$ cat src/rtl/edd_ram.sv
// ----------------------------------------------------------------------------
// edd_ram
// Generic single-write, single-read RAM with registered read data.
// ----------------------------------------------------------------------------
module edd_ram #(
	parameter int WIDTH = 8,
	parameter int DEPTH = 16
) (
	input  logic                     clk,
	input  logic                     we,
	input  logic [$clog2(DEPTH)-1:0] waddr,
	input  logic [WIDTH-1:0]         wdata,
	input  logic                     re,
	input  logic [$clog2(DEPTH)-1:0] raddr,
	output logic [WIDTH-1:0]         rdata
);

	logic [WIDTH-1:0] mem [DEPTH];

	always_ff @(posedge clk) begin
		if (we) begin
			mem[waddr] <= wdata;
		end
		if (re) begin
			rdata <= mem[raddr];
		end
	end

endmodule

$ cat config.mk
export PLATFORM = sky130hd
export DESIGN_NAME = edd_ram
export DESIGN_NICKNAME = d
export VERILOG_FILES = /design/src/rtl/edd_ram.sv
export SDC_FILE = /design/constraint.sdc
export NUM_CORES = 1
export LEC_CHECK = 0
export CAP_MARGIN = 20
export CELL_PAD_IN_SITES_DETAIL_PLACEMENT = 1
export CELL_PAD_IN_SITES_GLOBAL_PLACEMENT = 1
export CORE_UTILIZATION = 55
export CTS_CLUSTER_SIZE = 28
export DETAILED_ROUTE_END_ITERATION = 10
export DONT_BUFFER_PORTS = 1
export PLACE_DENSITY_LB_ADDON = 0.1
export SLEW_MARGIN = 20
export SYNTH_ARGS = -nofsm -noshare
export SYNTH_HDL_FRONTEND = slang
export SYNTH_SLANG_ARGS = --single-unit
$ cat constraint.sdc
create_clock -name clk -period 3.4 [get_ports clk]
set_input_delay 0.34 -clock clk [delete_from_list [all_inputs] [get_ports clk]]
set_output_delay 0.34 -clock clk [all_outputs]
set_load 0.05 [all_outputs]
==> impl_metrics.tcl <==
set metrics [dict create \
    status "complete, no violations" \
    yosys_warnings 0 \
    layout-drive-gt1-share_pct 19.8 \
    setup_ws_ns 1.84 \
    final_net_count 268 \
    grt_pass1_vias 2509 \
    die_w_um 99.5 \
    syn_area_um2 5230 \
    endpoint_kind "flip-flop" \
    pre_cts_ws_ns 1.51 \
    via_per_inst 6.11 \
    grt_pass1_wl_mm 16.1 \
    multiInputGateArea_um2 1070 \
    drt_first_iter_violations 210 \
    startpoint_type "flip-flop" \
    firstDrtPassIters 4 \
    maxCapViolCount 0 \
    antenna_cells 0 \
    htree_levels 4 \
    ys_seq_elements 136 \
    slew_headroom_pct 42.6 \
    syn_nets 248 \
    final-setup-viol-count 0 \
    fmax_mhz 642 \
    io_pins 27 \
    drv_slew 0 \
    hold_buffers 9 \
    cts_sinks 136 \
    insertion_delay_ns 0.52 \
    cts_root_buffer "clkbuf_8" \
    clockBufferDepth 2 \
    vias 2390 \
    yosysTopAreaCellShare_pct 78.1 \
    post_cts_resized 0 \
    row_count 35 \
    wl_per_cell_um 28.1 \
    drc 0 \
    place_congestion 0.810 \
    fill_cells 724 \
    ff_latch_area_um2 4080 \
    rrSetupSlack_ns 1.84 \
    coreArea_um2 9240 \
    fin_setup_tns_ns 0 \
    antenna_found_initial 0 \
    finalHoldViolCount 0 \
    min_to "mem[12][3]$_DFFE_PP_" \
    yosys.area.top_type "edfxtp_1" \
    r2r_cells 3 \
    track_usage_pct 24.6 \
    r2r-end "rdata[5]$_DFFE_PP_" \
    rsz0062_at_grt "no" \
    dieArea_um2 9900 \
    worstPathRequired_ns 3.66 \
    portBuffers 0 \
    wl_mm 11.0 \
    pwr-share-seq_pct 48.3 \
    max_slew.worst_pin.slew_ns 0.858 \
    worst_hold_slack_ns 0.0963 \
    combPwrFrac_pct 3.5 \
    hold_depth 1 \
    hpwl_mm 6.74 \
    ir_worst_vdd_mv 0.451 \
    syn_avg_cell_area_um2 22.8 \
    start_util_pct 56.6 \
    postLayoutCellArea_um2 6040 \
    synthCells 229 \
    worstPathMaxFanout 1 \
    arrival_ns 1.82 \
    p_int_w 0.00322 \
    post_dp_cell_area_um2 5320 \
    path_class "flip-flop to flip-flop" \
    skew_ns 0.00659 \
    p_sw_w 0.000782 \
    synthTopCellsByArea "edfxtp_1, mux4_2, mux4_1" \
    post_cts_buffers 0 \
    fin_util_pct 65.4 \
    synthDistinctLibCells 18 \
    numCtsBuffers 17 \
    p_clk_share_pct 48.2 \
    cts_tree "built" \
    clk_pin_slew_worst_paths_ns 0.06 \
    seq_area_frac_synth_pct 78.1 \
    die_y_um 99.5 \
    leakage_nw 1.96 \
    area_growth_pct 15.6 \
    ant_nets 0 \
    min_path_type "input port to flip-flop" \
    grt_overflow 0 \
    period_needed_ns 1.56 \
    crit-reg2reg-launch "mem[1][5]$_DFFE_PP_" \
    p_per_area_nw_per_um2 662 \
    swShare_pct 19.6 \
    post-route-period-util_pct 45.8 \
    grt_start_max_net_pins 33 \
    hold_path.startpoint "waddr[0]" \
]
## registers in the layout (all words and copies together), names as in the netlist
name   count
rdata      8
mem      128
## placed cells by master (no fill, tap or decap), types with 3 or more instances in the layout
master | Yosys | final
dlygate4sd3_1 | 0 | 9
mux4_2 | 18 | 18
clkbuf_16 | 0 | 16
clkbuf_1 | 0 | 3
clkinv_2 | 0 | 3
mux4_1 | 14 | 14
a22oi_1 | 16 | 16
edfxtp_1 | 136 | 136
nand2_1 | 9 | 9
bufinv_16 | 0 | 5
nor2_1 | 13 | 13
## cells in the mapped netlist
cell,number
a22oi_1,16
and2_1,1
and2b_1,1
buf_2,3
buf_4,1
buf_6,3
clkdlybuf4s25_2,3
edfxtp_1,136
mux4_1,14
mux4_2,18
nand2_1,9
nand2b_1,2
nand3_1,1
nand3b_1,2
nor2_1,13
nor2b_1,1
nor3_1,4
or3b_2,1
## worst max-delay path, cell delays in order, from the launching register on
cell and delay, ns:
edfxtp_1 0.38, mux4_1 0.53, a22oi_1 0.28, nand2_1 0.11
## final cells by class
| class | instances | share of cell area (%) |
|---|---|---|
| Clock inverter | 12 | 3.29 |
| Tap cell | 129 | 2.67 |
| Multi-Input combinational cell | 83 | 17.7 |
| Clock buffer | 20 | 7.04 |
| Sequential cell | 136 | 67.6 |
| Timing Repair Buffer | 11 | 1.74 |
## metrics by stage
step	instances	total power (W)
3_5_place_dp	350	0.00207
6_report	391	0.00400
2_1_floorplan	229	0.00206
4_1_cts	391	0.00402
5_1_grt	391	0.00409
3_3_place_gp	350	0.00206
## cells by family (layout without fill, tap and decap cells)
logic type / Yosys count / count (layout) / share of synthesized area (%)
AO/OA/AOI/OAI: 16 / 16 / 2.30
multiplexers: 32 / 32 / 14.8
AND/OR/NAND/NOR: 35 / 35 / 3.14
buffers and inverters: 10 / 43 / 1.65
flip-flops: 136 / 136 / 78.1
## worst max path at each step
stage / from / to / slack [ns] / cells past startpoint
2_1_floorplan: waddr[2] / mem[0][0]$_DFFE_PP_ / 1.57 / 2
3_3_place_gp: waddr[3] / mem[4][2]$_DFFE_PP_ / 1.63 / 2
3_5_place_dp: waddr[3] / mem[4][7]$_DFFE_PP_ / 1.51 / 2
4_1_cts: mem[0][1]$_DFFE_PP_ / rdata[1]$_DFFE_PP_ / 1.84 / 3
5_1_grt: mem[1][5]$_DFFE_PP_ / rdata[5]$_DFFE_PP_ / 1.77 / 3
6_report: mem[1][5]$_DFFE_PP_ / rdata[5]$_DFFE_PP_ / 1.84 / 3
## power by group through the flow
stage	Combinational (W)	Sequential (W)	Clock, W
CTS	0.000141	0.00193	0.00195
detailed placement	0.000104	0.00197	0
floorplan	0.0000953	0.00196	0
global route	0.000148	0.00193	0.00201
global placement	0.000100	0.00196	0
finish	0.000140	0.00193	0.00193
## metal layers
layer	global-route usage, %	routed length (um)
met1	34.2	4620
met2	38.1	5500
met3	7.03	765
met4	8.26	116
met5	0	0
Power figures use the tool's default switching activity.
