===== config.mk =====
export PLATFORM = sky130hd
export DESIGN_NAME = edd_sched
export DESIGN_NICKNAME = d
export VERILOG_FILES = /design/src/rtl/edd_pkg.sv /design/src/rtl/edd_sched.sv
export SDC_FILE = /design/constraint.sdc
export NUM_CORES = 1
export LEC_CHECK = 0
export BUFFER_PORTS_ARGS = -buffer_cell sky130_fd_sc_hd__buf_2
export CORE_MARGIN = 2
export CORE_UTILIZATION = 50
export DETAILED_ROUTE_END_ITERATION = 8
export PLACE_DENSITY_LB_ADDON = 0.15
export SYNTH_ARGS = -nofsm -noshare
export SYNTH_HDL_FRONTEND = slang
export SYNTH_SLANG_ARGS = --single-unit

===== constraint.sdc =====
create_clock -name clk -period 14.6 [get_ports clk]
set_input_delay 2.92 -clock clk [delete_from_list [all_inputs] [get_ports clk]]
set_output_delay 2.92 -clock clk [all_outputs]
set_load 0.02 [all_outputs]

===== src/rtl/edd_pkg.sv =====
// ----------------------------------------------------------------------------
// edd_pkg
// Shared types, widths and helpers for the error diffusion ditherer.
// ----------------------------------------------------------------------------
package edd_pkg;

	localparam int MAX_WIDTH = 2048;
	localparam int FRAC_BITS = 8;
	localparam int PIXEL_W   = 8;
	localparam int LW_W      = 12;
	localparam int LW_RESET  = 640;
	localparam int WIDTH_W   = $clog2(MAX_WIDTH + 1);
	localparam int COL_W     = $clog2(MAX_WIDTH);
	localparam int PADDR_W   = 3;
	localparam int PDATA_W   = 32;

	localparam int ERR_BITS  = 20;
	localparam int ERR_MAX   = (1 << (ERR_BITS - 1)) - 1;
	localparam int ERR_MIN   = -(1 << (ERR_BITS - 1));

	// corrected value: pixel in fixed point plus two saturated errors
	localparam int PIX_FX_W  = PIXEL_W + FRAC_BITS + 1;
	localparam int VAL_W     = ((PIX_FX_W > ERR_BITS) ? PIX_FX_W : ERR_BITS) + 2;
	// headroom for the x7 share and the partial sums
	localparam int CALC_W    = VAL_W + 4;

	// register indexes, register i sits at byte address 4*i
	typedef enum logic {
		REG_LINE_WIDTH = 1'b0,
		REG_INVERT     = 1'b1
	} reg_idx_t;

	typedef logic signed [ERR_BITS-1:0] err_t;
	typedef logic signed [CALC_W-1:0]   calc_t;

	typedef struct packed {
		logic [PIXEL_W-1:0] pixel;
		logic               frame_start;
	} in_t;

	typedef struct packed {
		logic bit_out;
		logic row_last;
	} out_t;

	typedef struct packed {
		logic [WIDTH_W-1:0] width;
		logic               invert;
	} cfg_t;

	typedef struct packed {
		logic [PIXEL_W-1:0] pixel;
		logic               frame_start;
		logic               first_row;
		logic               last;
		logic [COL_W-1:0]   col;
	} stage_t;

	function automatic err_t sat_err(input calc_t v);
		err_t r;
		if (v > CALC_W'(ERR_MAX)) begin
			r = ERR_BITS'(ERR_MAX);
		end else if (v < CALC_W'(ERR_MIN)) begin
			r = ERR_BITS'(ERR_MIN);
		end else begin
			r = ERR_BITS'(v);
		end
		return r;
	endfunction

endpackage


===== src/rtl/edd_sched.sv =====
// ----------------------------------------------------------------------------
// edd_sched
// Input register stage: column and first-row tracking, line buffer address.
// ----------------------------------------------------------------------------
module edd_sched (
	input  logic                        clk,
	input  logic                        arst_n,
	input  logic                        accept,
	input  logic                        fire,
	input  edd_pkg::in_t                in_data,
	input  logic [edd_pkg::WIDTH_W-1:0] width,
	output logic                        valid_s1,
	output edd_pkg::stage_t             stage_s1,
	output logic [edd_pkg::COL_W-1:0]   rd_col
);

	logic [edd_pkg::COL_W-1:0] column_q;
	logic                      first_row_q;
	logic [edd_pkg::COL_W-1:0] col_raw;
	logic [edd_pkg::COL_W-1:0] col;
	logic                      last;
	logic                      first;

	always_comb begin
		col_raw = in_data.frame_start ? '0 : column_q;
		// a column past a shrunk width is the row's last
		if (edd_pkg::WIDTH_W'(col_raw) >= width) begin
			col = edd_pkg::COL_W'(width - edd_pkg::WIDTH_W'(1));
		end else begin
			col = col_raw;
		end
		last  = (edd_pkg::WIDTH_W'(col) + edd_pkg::WIDTH_W'(1)) >= width;
		first = in_data.frame_start | first_row_q;
	end

	assign rd_col = col;

	always_ff @(posedge clk or negedge arst_n) begin
		if (!arst_n) begin
			column_q    <= '0;
			first_row_q <= 1'b1;
			valid_s1    <= 1'b0;
		end else begin
			if (accept) begin
				column_q    <= last ? '0 : col + edd_pkg::COL_W'(1);
				first_row_q <= last ? 1'b0 : first;
				valid_s1    <= 1'b1;
			end else if (fire) begin
				valid_s1    <= 1'b0;
			end
		end
	end

	always_ff @(posedge clk) begin
		if (accept) begin
			stage_s1.pixel       <= in_data.pixel;
			stage_s1.frame_start <= in_data.frame_start;
			stage_s1.first_row   <= first;
			stage_s1.last        <= last;
			stage_s1.col         <= col;
		end
	end

endmodule


==> impl_metrics.yaml <==
setup_path:
  crit_path_start_kind: "primary input"
  critPathLaunch: "in_data[0]"
  worstPathArrival_ps: 5920
  crit_path_end: "rd_col[10]"
  critPathKind: "primary input to primary output"
  end_kind: "primary output"
  rr_endpoint: "stage_s1[11]"
  ff2ff_path_depth: 17
  rr_startpoint: "column_q[3]"
  required_ps: 11680
  r2r_slack_ps: 9020
  critPathMaxFanout: 21
floorplanning:
  start_util_pct: 52.6
  pin_count: 59
  die-width_um: 78.0
  coreArea_sq_mm: 0.00520
  die-area_sq_mm: 0.00609
  die_y_um: 78.0
  placementRows: 26
cts:
  cts_hold_buf: 0
  cts.htree.levels: 2
  cts_resized: 0
  cts_tree: "done"
  clkTransAtPathRegs_ps: 70
  root_buffer: "clkbuf_8"
  post_cts_buffers: 0
  clock_path_buffers: 2
  cts_buffers: 5
  clock_latency_ps: 280
  clock-sinks: 35
cells_and_area:
  regArea_sq_um: 987
  fill_cells: 473
  drive_gt1_share_pct: 25.9
  finalNetCount: 389
  layoutNonFillerInstCount: 410
  area_delta_synth_final_pct: 14.8
  antenna_cells: 0
  multi_input_comb_area_sq_mm: 0.00160
routing:
  wl_per_cell_um: 15.9
  drt_iter0_markers: 166
  wl_um: 6530
  dr.pass1.iters: 5
  vias: 2307
  drcViolationCount: 0
  avgViaCountPerCell: 5.63
  ant_nets: 0
global_routing:
  first_global_vias: 2182
  met2_usage_pct: 37.6
  grt_pass1_wl_um: 10400
  grt_max_degree: 44
  gr-total-overflow: 0
  grt.total_usage_pct: 21.7
  top_usage_layer: "met2"
  antenna_found_initial: 0
  grtUsageMet1_pct: 27.9
  use_met3_pct: 4.14
synth:
  avgSynthCellArea_sq_um: 9.54
  synth_warnings: 0
  postSynthCellCount: 287
  synth.net_count: 337
  ys.flop_type: "edfxtp_1"
  ys_ff_latch: 35
  synth_edf_count: 22
  synth_seq_area_share_pct: 36.0
  async_reset_ff_share_pct: 37.1
  ys_top_cells_by_count: "ha_1 (25), inv_1 (23), nor2_1 (23)"
  synth_top_area_cell: "edfxtp_1"
  synth_top_area_share_pct: 24.1
  ys_top_cells_by_area: "edfxtp_1 (24%), ha_1 (11%), dfrtp_1 (11%), xnor2_1 (4.8%), nor2b_1 (3.4%)"
  synthMostInstantiatedCell: "ha_1"
  netlist_area_sq_mm: 0.00274
  ys_types: 54
pwr:
  ir_worst_vdd_uv: 41.5
  powerDensity_mw_per_mm2: 86.4
  p_leak_nw: 1.45
timing:
  rsz0062_at_grt: "no"
  slew-limit-headroom_pct: 44.3
  fin_skew_ps: 8.41
  fin_setup_tns_ps: 0
  fin_crit_sh_pct: 60.5
  hold_viol: 0
  min_period_ps: 8840
  setup_viol_count_final: 0
  finalMaxSlewViolations: 0
  fmax_ghz: 0.113
  worstMarginPinSlew_ps: 836
run_status:
  outcome: "finished, final reports clean"
worst_hold_path:
  hold_start: "first_row_q"
  hp-class: "flop to flop"
placed_design:
  io_buffers: 58
  dpl.hpwl_um: 5130
  routabilityCongestion: 0.878
  place_inst: 402
run:
  drv_cap: 0
## critical path, cell delays in order
cell and delay, ps:
buf_2 180, nor2b_1 350, ha_1 250, a211oi_1 60
a2111o_1 410, a311oi_4 700, buf_4 380, mux2i_1 420
buf_2 240
## cell families after synthesis
kind of cell / Yosys count / synth area share [%]
buf+inv: 37 / 5.57
xor+xnor: 18 / 6.03
simple gates: 95 / 18.6
compound gates: 65 / 17.8
mux: 12 / 4.57
flops: 35 / 36.0
fa+ha+maj: 25 / 11.4
## how the worst min path moves through the flow
stage                        endpoint  slack [ps]  cells after the start
after CTS                 first_row_q         520                      2
after global routing      column_q[1]         540                      1
after global placement    column_q[1]         490                      1
final                     first_row_q         520                      2
after detailed placement  first_row_q         510                      2
after floorplan           column_q[1]         450                      1
## state kept, by name, summed over array words and instances (netlist names)
| name | count |
|---|---|
| stage_s1 | 22 |
| first_row_q | 1 |
| valid_s1 | 1 |
| column_q | 11 |
## metal layers
layer	wire length (um)	part of all wire [%]
met5	0	0
met4	112	1.7
met3	342	5.2
met2	3200	49
met1	2880	44
## per-stage QoR
step / setup WS (ps) / power (mW) / hold WS [ps] / utilization, % / area (sq um)
5_1_grt: 5570 / 0.287 / 540 / 60.4 / 3140
6_report: 5760 / 0.272 / 516 / 60.4 / 3140
4_1_cts: 5760 / 0.274 / 518 / 60.4 / 3140
3_3_place_gp: 5870 / 0.203 / 486 / 58.8 / 3060
3_5_place_dp: 5790 / 0.205 / 506 / 58.8 / 3060
2_1_floorplan: 6370 / 0.179 / 449 / - / 2740
## layout make-up
| type | instances | area share (%) |
|---|---|---|
| clock buffers | 6 | 2.31 |
| multi-input cells | 215 | 50.9 |
| flip-flops and latches | 35 | 31.4 |
| repair buffers | 59 | 9.47 |
| well taps | 70 | 2.79 |
| inverters | 23 | 2.75 |
| clock inverters | 2 | 0.398 |
## cell usage in the layout (no fill, tap or decap), types with 2 or more instances in the layout
master / instances
a211oi_1: 6
a21o_1: 5
a21oi_1: 18
a221oi_2: 2
a311oi_1: 2
a31o_2: 6
a31oi_1: 2
and3_1: 2
buf_2: 58
clkbuf_8: 5
dfrtp_1: 12
edfxtp_1: 22
ha_1: 25
inv_1: 23
mux2_2: 4
mux2i_1: 8
nand2_1: 16
nand2b_1: 8
nand3_1: 7
nand4_1: 3
nor2_1: 23
nor2b_1: 15
nor3_1: 7
nor4_1: 4
o211a_1: 2
o211ai_1: 2
o21ai_0: 7
or2_2: 3
xnor2_1: 15
xor2_1: 2
## power breakdown
part | internal [mW] | switching [mW]
clock | 0.0333 | 0.0350
sequential | 0.117 | 0.00383
combinational | 0.0314 | 0.0516
total | 0.181 | 0.0904
Power figures use the tool's default switching activity.
