--- src/rtl/edd_pkg.sv ---
// ----------------------------------------------------------------------------
// edd_pkg
// Shared types, widths and helpers for the error diffusion ditherer.
// ----------------------------------------------------------------------------
package edd_pkg;

	localparam int MAX_WIDTH = 2048;
	localparam int FRAC_BITS = 8;
	localparam int PIXEL_W   = 8;
	localparam int LW_W      = 12;
	localparam int LW_RESET  = 640;
	localparam int WIDTH_W   = $clog2(MAX_WIDTH + 1);
	localparam int COL_W     = $clog2(MAX_WIDTH);
	localparam int PADDR_W   = 3;
	localparam int PDATA_W   = 32;

	localparam int ERR_BITS  = 20;
	localparam int ERR_MAX   = (1 << (ERR_BITS - 1)) - 1;
	localparam int ERR_MIN   = -(1 << (ERR_BITS - 1));

	// corrected value: pixel in fixed point plus two saturated errors
	localparam int PIX_FX_W  = PIXEL_W + FRAC_BITS + 1;
	localparam int VAL_W     = ((PIX_FX_W > ERR_BITS) ? PIX_FX_W : ERR_BITS) + 2;
	// headroom for the x7 share and the partial sums
	localparam int CALC_W    = VAL_W + 4;

	// register indexes, register i sits at byte address 4*i
	typedef enum logic {
		REG_LINE_WIDTH = 1'b0,
		REG_INVERT     = 1'b1
	} reg_idx_t;

	typedef logic signed [ERR_BITS-1:0] err_t;
	typedef logic signed [CALC_W-1:0]   calc_t;

	typedef struct packed {
		logic [PIXEL_W-1:0] pixel;
		logic               frame_start;
	} in_t;

	typedef struct packed {
		logic bit_out;
		logic row_last;
	} out_t;

	typedef struct packed {
		logic [WIDTH_W-1:0] width;
		logic               invert;
	} cfg_t;

	typedef struct packed {
		logic [PIXEL_W-1:0] pixel;
		logic               frame_start;
		logic               first_row;
		logic               last;
		logic [COL_W-1:0]   col;
	} stage_t;

	function automatic err_t sat_err(input calc_t v);
		err_t r;
		if (v > CALC_W'(ERR_MAX)) begin
			r = ERR_BITS'(ERR_MAX);
		end else if (v < CALC_W'(ERR_MIN)) begin
			r = ERR_BITS'(ERR_MIN);
		end else begin
			r = ERR_BITS'(v);
		end
		return r;
	endfunction

endpackage

--- src/rtl/edd_cfg.sv ---
// ----------------------------------------------------------------------------
// edd_cfg
// APB register file: line width and output inversion.
// ----------------------------------------------------------------------------
module edd_cfg (
	input  logic                       clk,
	input  logic                       arst_n,
	input  logic                       psel,
	input  logic                       penable,
	input  logic                       pwrite,
	input  logic [edd_pkg::PADDR_W-1:0] paddr,
	input  logic [edd_pkg::PDATA_W-1:0] pwdata,
	output logic [edd_pkg::PDATA_W-1:0] prdata,
	output logic                       pready,
	output edd_pkg::cfg_t              cfg
);

	logic [edd_pkg::LW_W-1:0] line_width_q;
	logic                     invert_q;
	logic                     wr;

	assign pready = 1'b1;
	assign wr     = psel & penable & pwrite;

	always_ff @(posedge clk or negedge arst_n) begin
		if (!arst_n) begin
			line_width_q <= edd_pkg::LW_W'(edd_pkg::LW_RESET);
			invert_q     <= 1'b0;
		end else if (wr) begin
			unique case (paddr[2])
				edd_pkg::REG_LINE_WIDTH: line_width_q <= pwdata[edd_pkg::LW_W-1:0];
				edd_pkg::REG_INVERT:     invert_q     <= pwdata[0];
				default:                 invert_q     <= invert_q;
			endcase
		end
	end

	always_comb begin
		unique case (paddr[2])
			edd_pkg::REG_LINE_WIDTH: prdata = edd_pkg::PDATA_W'(line_width_q);
			edd_pkg::REG_INVERT:     prdata = edd_pkg::PDATA_W'(invert_q);
			default:                 prdata = '0;
		endcase
	end

	// zero acts as one, oversize widths stop at the line buffer depth
	always_comb begin
		if (line_width_q == '0) begin
			cfg.width = edd_pkg::WIDTH_W'(1);
		end else if (32'(line_width_q) > 32'(edd_pkg::MAX_WIDTH)) begin
			cfg.width = edd_pkg::WIDTH_W'(edd_pkg::MAX_WIDTH);
		end else begin
			cfg.width = edd_pkg::WIDTH_W'(line_width_q);
		end
		cfg.invert = invert_q;
	end

endmodule

--- config.mk ---
export PLATFORM = sky130hd
export DESIGN_NAME = edd_cfg
export DESIGN_NICKNAME = d
export VERILOG_FILES = /design/src/rtl/edd_pkg.sv /design/src/rtl/edd_cfg.sv
export SDC_FILE = /design/constraint.sdc
export NUM_CORES = 1
export LEC_CHECK = 0
export BUFFER_PORTS_ARGS = -buffer_cell sky130_fd_sc_hd__buf_2
export CAP_MARGIN = 25
export CELL_PAD_IN_SITES_DETAIL_PLACEMENT = 1
export CELL_PAD_IN_SITES_GLOBAL_PLACEMENT = 1
export CORE_MARGIN = 2
export CORE_UTILIZATION = 25
export CTS_CLUSTER_DIAMETER = 60
export DETAILED_ROUTE_END_ITERATION = 16
export PLACE_DENSITY_LB_ADDON = 0.25
export SLEW_MARGIN = 5
export SYNTH_ARGS = -nofsm -noshare
export SYNTH_HDL_FRONTEND = slang
export SYNTH_SLANG_ARGS = --single-unit
--- constraint.sdc ---
create_clock -name clk -period 1.4 [get_ports clk]
set_input_delay 0 -clock clk [delete_from_list [all_inputs] [get_ports clk]]
set_output_delay 0 -clock clk [all_outputs]
set_load 0.05 [all_outputs]
==> flow_metrics.py <==
metrics = {
    "clocking": {
        "htree_levels": 1,
        "numCtsBuffers": 3,
        "cts_num_sinks": 13,
        "tritoncts": "yes",
        "clk_pin_slew_ps": 90,
        "cts_root_buffer": "clkbuf_4",
        "clkLatencyLatePin_ps": 260,
        "clockBufferDepth": 2,
    },
    "detailed_routing": {
        "drt_first_iter_violations": 22,
        "drc_errors": 0,
        "num_vias": 725,
        "detail-route-antenna-nets": 0,
        "wirelength_microns": 2170,
        "wl_per_cell_microns": 11.6,
        "avgViaCountPerCell": 3.88,
        "firstDrtPassIters": 3,
    },
    "yosys": {
        "synth_area_sq_um": 915,
        "synth_area_leaders": "dfrtp_1 (30%), buf_4 (18%), mux2_4 (16%)",
        "avgSynthCellArea_sq_um": 10.9,
        "yosysSeqAreaShare_pct": 35.8,
        "yosysWarnings": 0,
        "netlist_instances": 84,
        "yosys-top-cells-count": "buf_4 (22), nor2b_1 (20), dfrtp_1 (11)",
        "synth.top_cell.area_share_pct": 30.1,
        "ys_types": 16,
        "synth-edff-count": 0,
        "synth-main-ff-cell": "dfrtp_1",
        "yosysMostFrequentCell": "buf_4",
        "synth-seq-cells": 13,
        "synthArstFlopShare_pct": 100,
        "synth_area_leader_cell": "dfrtp_1",
    },
    "global_route": {
        "antenna_found_initial": 0,
        "grt_remaining_overflow": 0,
        "grt_max_degree": 15,
        "grt_pass1_vias": 731,
        "grt_pass1_wl_microns": 3330,
        "gr-usage-all-layers_pct": 10.4,
    },
    "status": {
        "outcome": "finished, final reports clean",
    },
    "floorplanning": {
        "die_height_microns": 64.5,
        "io_pins": 86,
        "core_sq_um": 3420,
        "die_w_microns": 64.5,
        "dieArea_sq_um": 4160,
        "initial_core_util_pct": 26.8,
        "row_count": 21,
    },
    "final_layout": {
        "final.fill_count": 417,
        "drive_gt1_share_pct": 49.6,
        "nNetsFinal": 182,
        "area_growth_syn_to_layout_pct": 39.9,
        "design_area_sq_um": 1280,
        "antenna_cells": 0,
    },
    "power": {
        "total_power_mw": 1.92,
        "p_leak_nw": 0.699,
        "power.density_nw_per_um2": 1500,
        "vdd_drop_max_v": 0.000521,
    },
    "timing": {
        "fin_crit_sh_pct": 94.2,
        "rsz0062_at_grt": "yes",
        "post-route-min-period_ps": 1320,
        "hold_ws_ps": 133,
        "hold_viol_final": 0,
        "max_freq_ghz": 0.759,
        "skew_ps": 0,
        "setup_violations": 0,
        "drv_slew": 0,
    },
    "critical_path": {
        "critPathKind": "reg2out",
        "critPathRequiredTime_ps": 1400,
        "critPathCaptureType": "output pin",
        "crit_path_max_fanout": 2,
        "crit_arrival_ps": 1320,
        "cp-start-kind": "register",
    },
    "place": {
        "dpl-instance-area_sq_um": 1070,
        "dp_hpwl_microns": 1590,
        "port_buffers": 42,
        "gp_congestion": 0.681,
    },
    "worst_hold_path": {
        "hold_class": "in2reg",
    },
    "flow_run": {
        "maxCapViolations": 0,
    },
}
-- worst paths after layout --
| kind | depth (start not counted) | endpoint | slack, ps | from |
|---|---|---|---|---|
| max in group asynchronous | 2 | line_width_q[9]$_DFFE_PN1P_ | 970 | arst_n |
| max | 3 | cfg[1] | 80 | line_width_q[4]$_DFFE_PN0P_ |
| min | 3 | invert_q$_DFFE_PN0P_ | 130 | penable |
| min reg2reg | 1 | invert_q$_DFFE_PN0P_ | 540 | invert_q$_DFFE_PN0P_ |
| min in group asynchronous | 2 | line_width_q[4]$_DFFE_PN0P_ | 140 | arst_n |
| max reg2reg | 3 | line_width_q[4]$_DFFE_PN0P_ | 360 | line_width_q[4]$_DFFE_PN0P_ |
-- cell type report --
type / count / area (sq um) / share of cell area [%]
multi-input cells: 63 / 479 / 37.4
repair buffers: 60 / 384 / 30.0
flip-flops and latches: 13 / 329 / 25.7
well taps: 46 / 57.6 / 4.50
clock buffers: 4 / 26.3 / 2.05
inverters: 1 / 3.75 / 0.293
-- what timing repair did --
| item | CTS | global route |
|---|---|---|
| endpoints found under the setup margin | 2 | 1 |
| hold buffers | 13 | 0 |
| buffers inserted | 0 | 5 |
| endpoints found under the hold margin | 26 | 0 |
| gates resized for setup | 4 | 1 |
| pin swaps | 0 | 3 |
-- power by group --
part	internal, mW	switching (mW)	leakage, nW
Clock	0.110	0.122	0.0150
Combinational	0.352	0.760	0.532
Sequential	0.470	0.103	0.152
-- metrics by stage --
step                instances  util (%)  setup TNS, ps  worst slack, ps
detailed placement        165      31.2              0              197
global placement          165      31.2              0              197
CTS                       182      36.2              0             16.8
global route              187      37.5          -54.0            -54.0
floorplan                 103         -              0             92.8
finish                    187      37.5              0             81.7
-- placed cells by master, fill, tap and decap left out --
master	count
buf_2	41
conb_1	21
nor2b_1	20
dlygate4sd3_1	13
mux2_4	10
dfrtp_1	10
buf_4	5
mux2_2	4
clkbuf_4	3
nor2_1	2
nor4_2	2
dfstp_2	2
inv_1	1
a41o_1	1
nand4b_4	1
nand4_1	1
and2b_1	1
clkbuf_1	1
dfrtp_2	1
buf_6	1
-- worst max-delay path, stage by stage (launching register included) --
cell and delay (ps):
dfrtp_1 410, nor4_2 260, a41o_1 210, buf_6 160
-- registers in the layout, indices dropped and copies added, names as in the netlist --
name,count
invert_q,1
line_width_q,12
-- kinds of logic (layout without fill, tap and decap cells) --
group | after synthesis | in the layout | share of synthesized area (%)
compound gates | 1 | 1 | 1.09
buf+inv | 27 | 65 | 20.9
simple gates | 27 | 27 | 20.0
flops | 13 | 13 | 35.8
other cells | 2 | 21 | 0.821
mux | 14 | 14 | 21.3
-- metal layers --
metal / routed length (microns) / vias up / global-route usage, %
met4: 13 / 0 / 3.19
met5: 0 / - / 0
li1: - / 346 / -
met1: 875 / 339 / 12.2
met3: 202 / 2 / 3.13
met2: 1080 / 38 / 18.4
(Power assumes the default switching activity.)
