[src/rtl/edd_pkg.sv]
// ----------------------------------------------------------------------------
// edd_pkg
// Shared types, widths and helpers for the error diffusion ditherer.
// ----------------------------------------------------------------------------
package edd_pkg;

	localparam int MAX_WIDTH = 2048;
	localparam int FRAC_BITS = 8;
	localparam int PIXEL_W   = 8;
	localparam int LW_W      = 12;
	localparam int LW_RESET  = 640;
	localparam int WIDTH_W   = $clog2(MAX_WIDTH + 1);
	localparam int COL_W     = $clog2(MAX_WIDTH);
	localparam int PADDR_W   = 3;
	localparam int PDATA_W   = 32;

	localparam int ERR_BITS  = 20;
	localparam int ERR_MAX   = (1 << (ERR_BITS - 1)) - 1;
	localparam int ERR_MIN   = -(1 << (ERR_BITS - 1));

	// corrected value: pixel in fixed point plus two saturated errors
	localparam int PIX_FX_W  = PIXEL_W + FRAC_BITS + 1;
	localparam int VAL_W     = ((PIX_FX_W > ERR_BITS) ? PIX_FX_W : ERR_BITS) + 2;
	// headroom for the x7 share and the partial sums
	localparam int CALC_W    = VAL_W + 4;

	// register indexes, register i sits at byte address 4*i
	typedef enum logic {
		REG_LINE_WIDTH = 1'b0,
		REG_INVERT     = 1'b1
	} reg_idx_t;

	typedef logic signed [ERR_BITS-1:0] err_t;
	typedef logic signed [CALC_W-1:0]   calc_t;

	typedef struct packed {
		logic [PIXEL_W-1:0] pixel;
		logic               frame_start;
	} in_t;

	typedef struct packed {
		logic bit_out;
		logic row_last;
	} out_t;

	typedef struct packed {
		logic [WIDTH_W-1:0] width;
		logic               invert;
	} cfg_t;

	typedef struct packed {
		logic [PIXEL_W-1:0] pixel;
		logic               frame_start;
		logic               first_row;
		logic               last;
		logic [COL_W-1:0]   col;
	} stage_t;

	function automatic err_t sat_err(input calc_t v);
		err_t r;
		if (v > CALC_W'(ERR_MAX)) begin
			r = ERR_BITS'(ERR_MAX);
		end else if (v < CALC_W'(ERR_MIN)) begin
			r = ERR_BITS'(ERR_MIN);
		end else begin
			r = ERR_BITS'(v);
		end
		return r;
	endfunction

endpackage

[src/rtl/edd_diffuse.sv]
// ----------------------------------------------------------------------------
// edd_diffuse
// Threshold and error split for the item in the input register, plus the
// diffusion state and the line buffer write port.
// ----------------------------------------------------------------------------
module edd_diffuse (
	input  logic                      clk,
	input  logic                      arst_n,
	input  logic                      accept,
	input  logic                      fire,
	input  edd_pkg::stage_t           stage_s1,
	input  logic [edd_pkg::COL_W-1:0] rd_col,
	input  edd_pkg::err_t             ram_rdata,
	output logic                      ram_we,
	output logic [edd_pkg::COL_W-1:0] ram_waddr,
	output edd_pkg::err_t             ram_wdata,
	output logic                      on_bit
);

	localparam edd_pkg::calc_t THRESH = edd_pkg::CALC_W'(128 << edd_pkg::FRAC_BITS);
	localparam edd_pkg::calc_t FULL   = edd_pkg::CALC_W'(255 << edd_pkg::FRAC_BITS);

	edd_pkg::err_t carry_q;
	edd_pkg::err_t bl_q;
	edd_pkg::err_t b_q;

	// entry finished at the end of a row, written when the port is free
	logic                      pend_valid_q;
	logic [edd_pkg::COL_W-1:0] pend_col_q;
	edd_pkg::err_t             pend_data_q;

	logic          fwd_hit_s1;
	edd_pkg::err_t fwd_data_s1;

	edd_pkg::err_t  cr, bl, b, above;
	edd_pkg::calc_t pix_fx, val, err;
	edd_pkg::calc_t p7, p3, p5, s7, s3, s5, s1;
	edd_pkg::err_t  d_bl, new_bl, new_b, new_carry;

	logic                      direct_we;
	logic [edd_pkg::COL_W-1:0] direct_col;
	logic                      set_pend;
	logic                      drain;
	logic                      fwd_hit;
	edd_pkg::err_t             fwd_data;

	always_comb begin
		cr    = stage_s1.frame_start ? '0 : carry_q;
		bl    = stage_s1.frame_start ? '0 : bl_q;
		b     = stage_s1.frame_start ? '0 : b_q;
		above = stage_s1.first_row ? '0 : (fwd_hit_s1 ? fwd_data_s1 : ram_rdata);

		pix_fx = edd_pkg::CALC_W'($signed({1'b0, stage_s1.pixel,
			{edd_pkg::FRAC_BITS{1'b0}}}));
		val    = pix_fx + edd_pkg::CALC_W'(cr) + edd_pkg::CALC_W'(above);
		on_bit = val >= THRESH;
		err    = on_bit ? val - FULL : val;

		p7 = (err <<< 3) - err;
		p3 = (err <<< 1) + err;
		p5 = (err <<< 2) + err;
		// floor shares
		s7 = p7 >>> 4;
		s3 = p3 >>> 4;
		s5 = p5 >>> 4;
		s1 = err >>> 4;

		d_bl      = edd_pkg::sat_err(edd_pkg::CALC_W'(bl) + s3);
		new_bl    = edd_pkg::sat_err(edd_pkg::CALC_W'(b) + s5);
		new_b     = edd_pkg::sat_err(s1);
		new_carry = edd_pkg::sat_err(s7);
	end

	always_comb begin
		direct_we  = fire & (stage_s1.col != '0);
		direct_col = stage_s1.col - edd_pkg::COL_W'(1);
		set_pend   = fire & stage_s1.last;
		drain      = pend_valid_q & ~direct_we;

		ram_we    = direct_we | drain;
		ram_waddr = direct_we ? direct_col : pend_col_q;
		ram_wdata = direct_we ? d_bl : pend_data_q;

		// the RAM read returns old data, so catch writes landing with or after it
		if (set_pend && stage_s1.col == rd_col) begin
			fwd_hit  = 1'b1;
			fwd_data = new_bl;
		end else if (direct_we && direct_col == rd_col) begin
			fwd_hit  = 1'b1;
			fwd_data = d_bl;
		end else if (drain && pend_col_q == rd_col) begin
			fwd_hit  = 1'b1;
			fwd_data = pend_data_q;
		end else begin
			fwd_hit  = 1'b0;
			fwd_data = pend_data_q;
		end
	end

	always_ff @(posedge clk or negedge arst_n) begin
		if (!arst_n) begin
			carry_q      <= '0;
			bl_q         <= '0;
			b_q          <= '0;
			pend_valid_q <= 1'b0;
		end else begin
			if (fire) begin
				carry_q <= stage_s1.last ? '0 : new_carry;
				bl_q    <= stage_s1.last ? '0 : new_bl;
				b_q     <= stage_s1.last ? '0 : new_b;
			end
			if (set_pend) begin
				pend_valid_q <= 1'b1;
			end else if (drain) begin
				pend_valid_q <= 1'b0;
			end
		end
	end

	always_ff @(posedge clk) begin
		if (set_pend) begin
			pend_col_q  <= stage_s1.col;
			pend_data_q <= new_bl;
		end
		if (accept) begin
			fwd_hit_s1  <= fwd_hit;
			fwd_data_s1 <= fwd_data;
		end
	end

`ifndef SYNTH
	a_one_write: assert property (@(posedge clk) disable iff (!arst_n)
		!(direct_we && pend_valid_q))
		else $error("row-end entry still pending when a direct write arrives");

	a_pend_set: assert property (@(posedge clk) disable iff (!arst_n)
		fire && stage_s1.last |=> pend_valid_q)
		else $error("row-end entry not held after the last item of a row");

	a_fwd_pend: assert property (@(posedge clk) disable iff (!arst_n)
		accept && set_pend && (stage_s1.col == rd_col) |=> fwd_hit_s1)
		else $error("read of the row-end entry missed its forward");
`endif

endmodule

[config.mk]
export PLATFORM = sky130hd
export DESIGN_NAME = edd_diffuse
export DESIGN_NICKNAME = d
export VERILOG_FILES = /design/src/rtl/edd_pkg.sv /design/src/rtl/edd_diffuse.sv
export SDC_FILE = /design/constraint.sdc
export NUM_CORES = 1
export LEC_CHECK = 0
export ABC_AREA = 1
export ABC_CLOCK_PERIOD_IN_PS = 16010
export BUFFER_PORTS_ARGS = -buffer_cell sky130_fd_sc_hd__buf_2
export CAP_MARGIN = 20
export CORE_ASPECT_RATIO = 1.75
export CORE_MARGIN = 3
export CORE_UTILIZATION = 30
export DETAILED_ROUTE_END_ITERATION = 8
export MAX_ROUTING_LAYER = met4
export PLACE_DENSITY_LB_ADDON = 0.3
export SLEW_MARGIN = 20
export SYNTH_ARGS = -nofsm -noshare
export SYNTH_HDL_FRONTEND = slang
export SYNTH_SLANG_ARGS = --single-unit
[constraint.sdc]
create_clock -name clk -period 16.01 [get_ports clk]
set_input_delay 1.601 -clock clk [delete_from_list [all_inputs] [get_ports clk]]
set_output_delay 1.601 -clock clk [all_outputs]
set_load 0.01 [all_outputs]
==> results.md <==
| Result | This run |
|---|---|
| Share of the yosys chip area belonging to registers | 0.2240 |
| Leading register cell type out of synthesis | sky130_fd_sc_hd__dfrtp_1 |
| Number of nets in the layout | 2402 |
| Worst slew margin relative to its limit | 0.3522 |
| Nets in the synthesized netlist | 2337 |
| Final setup violation count | 0 |
| Synth Cell Area | 0.01368 mm² |
| Number of stages on the worst hold path | 2 |
| Status | finished clean |
| Global-route wire length before repair | 77.54 mm |
| Startpoint of the lowest-slack register-to-register path | fwd_hit_s1 |
| Total number of vias | 13.88k |
| Worst EP arrival | 10.75 ns |
| Final antenna-violating net count | 0 |
| EDFF count, synth | 52 |
| Min Tclk post-route | 12.35 ns |
| Met2 Routed Length | 27.30 mm |
| Root buf cell | sky130_fd_sc_hd__clkbuf_16 |
| Clock-pin slew on the worst setup and hold paths | 0.08 ns |
| Num rows | 102 |
| Count of final max-slew check failures | 0 |
| Worst hold slack after final layout | 0.4886 ns |
| Detailed Routing Iterations Pass 1 | 7 |
| Via count of the first global-routing pass | 14.04k |
| Top-Level Pins | 90 |
| Synthesis-to-finish area growth | 10.09% |
| Hold Path Class | reg2reg |
| Storage cell area | 0.003063 mm² |
| Critical path class | in2out |
| Category of the worst setup path launch point | input port |
| Final hold viol count | 0 |
| Post-Synth Adder-Cell Area | 0.1323 |
| Pin count of the biggest net entering global routing | 61 |
| Number of setup buffers added after CTS | 0 |
| Yosys warns | 0 |
| Top routing layer used | met4 |
| Synthesized-area fraction occupied by and/or/nand/nor cells | 0.3303 |
| Detailed Route Iter0 Violations | 722 |
| Hold buffer count at cts | 0 |
| Clock insertion delay at the later pin of the skew report | 0.39 ns |
| Remaining design rule violation count | 0 |
| Number of max-cap violations | 0 |
| CTS buffer count | 9 |
| Die width | 167.4 µm |
| Worst setup path startpoint | stage_s1[13] |
| Capturing element type of the critical path | primary output |
| Most frequent standard cell in the layout excluding fill and tap cells | sky130_fd_sc_hd__nand2_1 |
| Critical path data required time | 14.41 ns |
| Dpl hpwl | 42.09 mm |
| Routed vias/inst | 4.987 |
| Floorplan die area | 0.04829 mm² |
| WL per Instance | 18.29 µm |
| Library cell contributing the largest single delay on the critical path | sky130_fd_sc_hd__buf_4 |
| Count of state elements after synthesis | 112 |
| Setup repair after global routing missed its margin | false |
| Number of distinct standard cells referenced by the synthesized netlist | 49 |
| Overall track demand over capacity in global routing | 0.2135 |
| Final cycle utilization of the critical path | 0.7712 |
| FFs w/ async S/R, synth | 0.5357 |
| CP endpoint | ram_wdata[12] |
| Crit-path max cell delay | 0.58 ns |
| Worst setup slack for register-to-register paths | 5.01 ns |
| Worst setup slack before clock tree synthesis | 3.748 ns |
| Global-route congestion overflow total | 0 |
| Final clock skew | 0.01321 ns |
| Multiplexer share of the synthesized area | 0 |
| Post-route setup TNS | 0 ns |
| Share of the synthesized area in compound gates (AO/OA/AOI/OAI) | 0.1271 |
| Largest buffer count on any clock path | 2 |
| Cell occurring most often along the worst timing path | sky130_fd_sc_hd__nand2_1 |
| Number of antenna violations at the first check in global routing | 0 |
| Multi-input gate area | 0.009183 mm² |
| Post_cts resized | 0 |
| Achievable frequency | 0.08100 GHz |
| Routability Congestion | 0.9754 |
| R2r worst-path depth | 47 |
| Count of buffers inserted at the top-level ports | 89 |
| Most frequent cells in the layout | 634 x sky130_fd_sc_hd__nand2_1, 305 x sky130_fd_sc_hd__inv_1, 217 x sky130_fd_sc_hd__nor2_1 |
| Clock tree from TritonCTS | done |
| Number of sinks on the clock net | 112 |
| Worst slew pin tran | 0.9706 ns |
| Xor and xnor fraction of the mapped netlist area | 0.08060 |
| Wire length after detailed routing | 50.91 mm |
| Main combinational cell family by area after synthesis | simple AND/OR/NAND/NOR gates |
| Die Span Y | 288.5 µm |
| Starting density of the core | 0.3062 |
| Wire length on met3 | 1.361 mm |
| Max Fanout on Critical Path | 57 |
| Share of final-layout standard cells stronger than drive strength 1 | 0.09087 |
| Core occupancy in the finished layout | 0.3371 |
| Antenna diode count | 0 |
| Average cell area after synthesis | 6.385 µm² |
| Worst-case setup margin in the final layout | 3.664 ns |
| Placeable core area | 0.04467 mm² |
| Clock H-tree levels | 3 |
| Routed length on met1 | 17.73 mm |
| Worst flop-to-flop path endpoint | fwd_data_s1[17] |
| Mapped Cells | 2142 |
| Layout filler cell count | 4961 |
layer usage:
metal  vias up  GRT usage
met2       318     0.4010
met4         0     0.1599
met1      6436     0.2000
li1       6982          -
met5         -          -
met3       147    0.01821
cell families (layout without fill, tap and decap cells):
kind of cell	after synthesis	in the layout
AND/OR/NAND/NOR	1083	1083
buffers and inverters	376	446
AO/OA/AOI/OAI	311	311
XOR/XNOR	122	122
flip-flops	112	112
adder cells (fa/ha/maj)	138	138
worst max-delay path, delay by kind of cell:
family	cells	cell delay, ns
buffers and inverters	5	1.25
xor gates and xnor gates	3	0.62
AOI/OAI and AO/OA	7	1.41
and+or+nand+nor	27	4.36
adders and majority gates	4	1.44
state kept, by name, indices dropped and copies added (netlist names):
name and count:
pend_col_q 11, fwd_hit_s1 1, pend_data_q 20, fwd_data_s1 20, b_q 19, bl_q 20, pend_valid_q 1, carry_q 20
how the worst min path moves through the flow:
stage | startpoint | endpoint
global placement | carry_q[11] | carry_q[11]
detailed placement | carry_q[5] | carry_q[5]
finish | carry_q[15] | carry_q[15]
floorplan | carry_q[0] | carry_q[0]
CTS | carry_q[15] | carry_q[15]
global route | carry_q[5] | carry_q[5]
layout make-up:
class                           count  area share
Inverter                          328     0.08177
Multi-Input combinational cell   1654      0.6099
Clock buffer                        9     0.01496
Timing Repair Buffer              102     0.03606
Clock inverter                      7    0.006399
Sequential cell                   112      0.2034
Tap cell                          572     0.04753
synthesized netlist by cell type (all sizes together), types with 10 or more instances:
cell	n	share of area
o21ai	121	0.045
edfxtp	52	0.11
ha	127	0.12
or2	18	0.0082
nor4	16	0.0073
nand3	108	0.041
nor3	27	0.0099
o21bai	11	0.0060
xor2	90	0.060
xnor2	32	0.020
fa	11	0.016
inv	326	0.089
o22ai	22	0.010
nand2	658	0.19
dfrtp	60	0.11
clkbuf	39	0.011
a31oi	22	0.010
a21boi	10	0.0055
nor2	226	0.064
nand4	19	0.0087
a21oi	103	0.038
through the flow:
step                cells  cell area [µm²]
global route         2784            15060
CTS                  2784            15060
global placement     2768            14740
floorplan            2142            13680
finish               2784            15060
detailed placement   2768            14740
Power is left out: the tool's default activity adds up to more than one toggle a clock period on the data nets, which glitch-free logic cannot reach.
